File: src/sur_dly.sv
// fixed-length delay line that advances with the pipeline enable
module sur_dly #(
    parameter int W     = 1,
    parameter int DEPTH = 1
) (
    input  logic         i_clk,
    input  logic         i_en,
    input  logic [W-1:0] i_d,
    output logic [W-1:0] o_d
);

    generate
        if (DEPTH == 0) begin : g_none
            assign o_d = i_d;
        end else begin : g_line
            logic [W-1:0] r_q [DEPTH];
            always_ff @(posedge i_clk) begin
                if (i_en) begin
                    r_q[0] <= i_d;
                    for (int k = 1; k < DEPTH; k++) begin
                        r_q[k] <= r_q[k-1];
                    end
                end
            end
            assign o_d = r_q[DEPTH-1];
        end
    endgenerate

endmodule

File: src/sur_mul.sv
// pipelined signed multiplier, one digit of b per stage, padded to a fixed latency
module sur_mul #(
    parameter int WA  = 32,
    parameter int WB  = 32,
    parameter int CH  = 16,
    parameter int LAT = 5
) (
    input  logic                      i_clk,
    input  logic                      i_en,
    input  logic signed [WA-1:0]      i_a,
    input  logic signed [WB-1:0]      i_b,
    output logic signed [WA+WB-1:0]   o_p
);

    localparam int NCH = (WB + CH - 1) / CH;
    localparam int BXW = NCH * CH;
    localparam int PW  = WA + WB;

    logic signed [WA-1:0]  s_a [NCH+1];
    logic signed [BXW-1:0] s_b [NCH+1];
    logic signed [PW-1:0]  s_p [NCH+1];

    assign s_a[0] = i_a;
    assign s_b[0] = BXW'(i_b);
    assign s_p[0] = '0;

    generate
        for (genvar k = 0; k < NCH; k++) begin : g_stg
            logic signed [CH:0]    w_dig;
            logic signed [WA+CH:0] w_pp;
            logic signed [WA-1:0]  r_a;
            logic signed [BXW-1:0] r_b;
            logic signed [PW-1:0]  r_p;

            // top digit carries the sign, lower digits are unsigned
            if (k == NCH - 1) begin : g_top
                assign w_dig = {s_b[k][(k+1)*CH-1], s_b[k][(k+1)*CH-1 -: CH]};
            end else begin : g_low
                assign w_dig = {1'b0, s_b[k][(k+1)*CH-1 -: CH]};
            end
            assign w_pp = s_a[k] * w_dig;

            always_ff @(posedge i_clk) begin
                if (i_en) begin
                    r_a <= s_a[k];
                    r_b <= s_b[k];
                    r_p <= s_p[k] + (PW'(w_pp) <<< (k * CH));
                end
            end
            assign s_a[k+1] = r_a;
            assign s_b[k+1] = r_b;
            assign s_p[k+1] = r_p;
        end
    endgenerate

    sur_dly #(.W(PW), .DEPTH(LAT - NCH)) u_pad (
        .i_clk (i_clk),
        .i_en  (i_en),
        .i_d   (s_p[NCH]),
        .o_d   (o_p)
    );

endmodule

File: config.mk
export PLATFORM = sky130hd
export DESIGN_NAME = sur_mul
export DESIGN_NICKNAME = d
export VERILOG_FILES = /design/src/sur_dly.sv /design/src/sur_mul.sv
export SDC_FILE = /design/constraint.sdc
export NUM_CORES = 2
export LEC_CHECK = 0
export BUFFER_PORTS_ARGS = -buffer_cell sky130_fd_sc_hd__buf_2
export CAP_MARGIN = 5
export CORE_MARGIN = 2
export CORE_UTILIZATION = 65
export DETAILED_ROUTE_END_ITERATION = 12
export GPL_ROUTABILITY_DRIVEN = 1
export PLACE_DENSITY_LB_ADDON = 0.08
export SYNTH_ARGS = -nofsm -noshare
export SYNTH_HDL_FRONTEND = slang
export SYNTH_SLANG_ARGS = --single-unit
File: constraint.sdc
create_clock -name i_clk -period 9.9 [get_ports i_clk]
set_input_delay 0.99 -clock i_clk [delete_from_list [all_inputs] [get_ports i_clk]]
set_output_delay 0.99 -clock i_clk [all_outputs]
set_load 0.005 [all_outputs]
# == After elaboration in Yosys (flattened, before gate mapping) ==
# Memories as Yosys holds them, arrays and structs flattened.
# Cells that the tools add are included.
# word_totals
elab_cells,10
ram_bits,192
input_bits,66
regBits,177
out_inout_bits,64
n_memories,1
# op_classes
mux,2
addsub,1
mul,2
# mem_list
memory,depth,width,read_ports,rd_clocked_by_memory_dff,write_ports,line_no,text
u_pad.g_line.r_q,3,64,3,0,3,sur_dly.sv:16,logic [W-1:0] r_q [DEPTH];
# ops
op,n
$add A49 B64 Y64,1
$mul A32 B17 Y49,1
$mul A32 B16 Y48,1
$mux W1,2

# == Depth between registers and ports, before layout ==
# logic_depth
word_depth,2
ltp_mapped,37
ltp_nobuf,36

# == By module ==
# A second synthesis with hierarchy kept.
# unflattened
cells_unflattened,4742
hier_area_um2,48905.7
# by_module_without_submodules
mod,cells_each,area_each_um2,seq_area_each_um2,instances
sur_mul,4486,42659.7,4834.6,1
sur_dly,256,6246.0,5765.5,1

# == Worst setup path after synthesis ==
# Ideal clock, no wire load.
# synth_path
path_kind,register -> register
start,register g_stg[0].r_a[14]
end,register g_stg[1].r_p[63] (data pin)
arrival_time_ns,7.712
path_slack_ns,1.928
required_ns,9.640
path_buffers,1
setup_time_ns,0.260
path_stages_with_launch,36
synth_period_minus_slack_ns,7.972
path_cell_list,edfxtp_1 > clkbuf_1 > nand2_1 > fa_1 > inv_1 > fa_1 > inv_1 > fa_1 > inv_1 > fa_1 > fa_1 > inv_1 > fa_1 > inv_1 > ha_1 > a211oi_1 > o31ai_1 > o21ai_0 > a21boi_0 > o21ai_0 > a21oi_1 > a21o_1 > a21oi_1 > xnor2_1 > ha_1 > nand3_1 > nand2_1 > a21oi_1 > nand2_1 > a41o_1 > o21ai_4 > o221ai_2 > a221o_2 > a311oi_2 > xnor2_1 > xnor2_1
# synth_between
elab_chain_len,2
# synth_lines
item,line_no,text
start: declaration,sur_mul.sv:31,logic signed [WA-1:0] r_a;
start signal: assignment,sur_mul.sv:45,r_a <= s_a[k];
$mul A32 B16 Y48,sur_mul.sv:41,assign w_pp = s_a[k] * w_dig;
$add A49 B64 Y64,sur_mul.sv:47,r_p <= s_p[k] + (PW'(w_pp) <<< (k * CH));
end signal: assignment,sur_mul.sv:47,
end: declaration,sur_mul.sv:33,logic signed [PW-1:0] r_p;
# Every way passes these cells.
# A chain may end at the register's enable or synchronous reset.

# == Worst setup path in the final report ==
# layout_path
start,register g_stg[0].r_b[26]
end,register g_stg[1].r_p[60] (data pin)
# layout_between
elab_chain_len,2
# layout_lines
item,line_no,text
start: declaration,sur_mul.sv:32,logic signed [BXW-1:0] r_b;
start signal: assignment,sur_mul.sv:46,r_b <= s_b[k];
$mul A32 B16 Y48,sur_mul.sv:41,
$add A49 B64 Y64,sur_mul.sv:47,
# Every way passes these cells.

==> flow_summary.ini <==
[sta]
finalSetupViolations = 0
fmax_ghz = 0.111
setup_ws_ps = 897
hold_violations = 0
fin_crit_ps = 9000
slew_violations = 0
fin_crit_sh = 0.909
slew_headroom = 0.375
clock_skew_ps = 41.6
rsz0062_at_grt = no
final.setup.tns_ps = 0
worst_pin_slew_ps = 937

[placement]
placed_area_um2 = 49800
place_ws_ps = 1000
hpwl_mm = 88.0
gp_congestion = 0.920
placement.io_buffers = 129

[floorplan]
core_area_um2 = 74300
dieArea_um2 = 77200
ioPinCount = 130
rows = 100
die_w_um = 278
initial_core_util = 0.656
die_y_um = 278

[setup_path]
worstSetupPathType = reg -> reg
crit_top_cell = fa_1
cp-end-kind = flip-flop
worstPathRequired_ps = 10210
path_max_fanout = 25
critical-path-max-stage-delay_ps = 780
r2r_slack_ps = 900
arrival_ps = 9310
critPathSlowestCell = edfxtp_1
cp-start-kind = flip-flop
reg2regPathDepth = 31

[synthesis]
synth_edf_count = 353
syn_area_um2 = 48800
synth_seq_cells = 353
synth_cells = 4745
async_reset_ff_frac = 0
ys_warn_count = 0
seq_area_frac_synth = 0.217
synth.distinct_cells = 71
synth_nets = 6068
syn_area_per_cell_um2 = 10.3
ys.flop_type = edfxtp_1

[cts]
clk_latency_ps = 590
cts.clk_slew.worst_paths_ps = 70
post-cts-setup-buffers = 0
numCtsBuffers = 37
cts_root_buf = clkbuf_16
htree_num_levels = 2
clockBufferDepth = 3
cts.sinks = 353
postCtsHoldBufs = 0
cts_tree = built
ctsResizeCount = 0

[cells_and_area]
fill_cells = 5767
syn2layout_area_growth_pct = 4.51
final_layout_size_suffix_gt1_frac = 0.0513
fin_nets = 6030
final_cell_mix = inv_1, fa_1, nand2_1, and2_1, edfxtp_1
final_common_cell = inv_1
final_util = 0.686
final_area_um2 = 51000

[global_route]
grt_use_total = 0.307
grt_pass1_wl_mm = 182
grt_max_degree = 162
antenna_found_initial = 6
grt_pass1_vias = 33500
grt-ovfl-total = 0

[route]
routed_wirelength_mm = 112
drc = 0
vias_per_cell = 5.52
vias = 31500
dr.first_iter.drc_count = 2464
wl_per_cell_um = 19.7
drt_first_pass_iters = 5
drtAntennaViolNets = 0

[flow_run]
cap_viol_max_count = 0

[outcome]
status = completed

[hold_path]
min_path_type = reg -> reg
hold_depth = 0
## final cells by class
type | count | area, µm² | area share
clock inverters | 26 | 272 | 0.00533
multi-input cells | 3046 | 32900 | 0.645
inverters | 1106 | 4150 | 0.0814
well taps | 969 | 1210 | 0.0238
diodes | 2 | 5.00 | 0.0000982
flip-flops and latches | 353 | 10600 | 0.208
clock buffers | 42 | 945 | 0.0185
repair buffers | 163 | 923 | 0.0181
## kinds of logic after synthesis
kind of cell,Yosys count,share of synthesized area
AOI/OAI and AO/OA,373,0.0499
xor gates and xnor gates,146,0.0262
adders and majority gates,1257,0.473
buffers and inverters,1346,0.109
DFF,353,0.217
and+or+nand+nor,1270,0.125
## critical path: cells and delay by family (launching register included)
kind,cells,cell delay [ps]
AO/OA/AOI/OAI,16,3450
XOR/XNOR,2,290
adder cells (fa/ha/maj),8,3650
buffers and inverters,4,210
flip-flops,1,780
AND/OR/NAND/NOR,1,330
## routing by layer
metal | GRT usage | vias up | part of all wire
met4 | 0.0661 | 8 | 0.019
met1 | 0.434 | 16000 | 0.42
li1 | - | 14100 | -
met5 | 0 | - | 0.00049
met3 | 0.103 | 159 | 0.11
met2 | 0.469 | 1246 | 0.45
## flip-flops by register name, indices dropped and copies added, names as in the netlist
register and count:
g_stg.r_a 32, g_stg.r_b 16, g_stg.r_p 113, u_pad.g_line.r_q 192
## worst paths after layout
kind                          from                     end
setup / recovery  g_stg[0].r_b[26]        g_stg[1].r_p[60]
hold / removal     g_stg[1].r_p[4]  u_pad.g_line.r_q[0][4]
setup reg to reg  g_stg[0].r_b[26]        g_stg[1].r_p[60]
hold reg to reg    g_stg[1].r_p[4]  u_pad.g_line.r_q[0][4]
## per-stage QoR
step	std cells	hold slack [ps]
finish	5707	414
global route	5705	415
CTS	5705	414
detailed placement	5637	405
global placement	5637	400
floorplan	4745	400
## synth_stat cells (23+ instances only)
library cell,count,share of area
nand2_1,658,0.051
clkbuf_1,170,0.013
o21bai_1,27,0.0042
inv_1,1106,0.085
ha_1,281,0.072
xnor2_1,100,0.018
a21oi_1,129,0.013
xor2_1,46,0.0083
and2_1,411,0.053
nor2_1,79,0.0061
fa_1,976,0.40
edfxtp_1,353,0.22
nand2b_1,23,0.0030
buf_4,65,0.010
o21ai_0,58,0.0060
a21o_1,63,0.0097
Power is not shown: default switching activity piles up to over one toggle a cycle in this logic, so the estimate is an artifact.
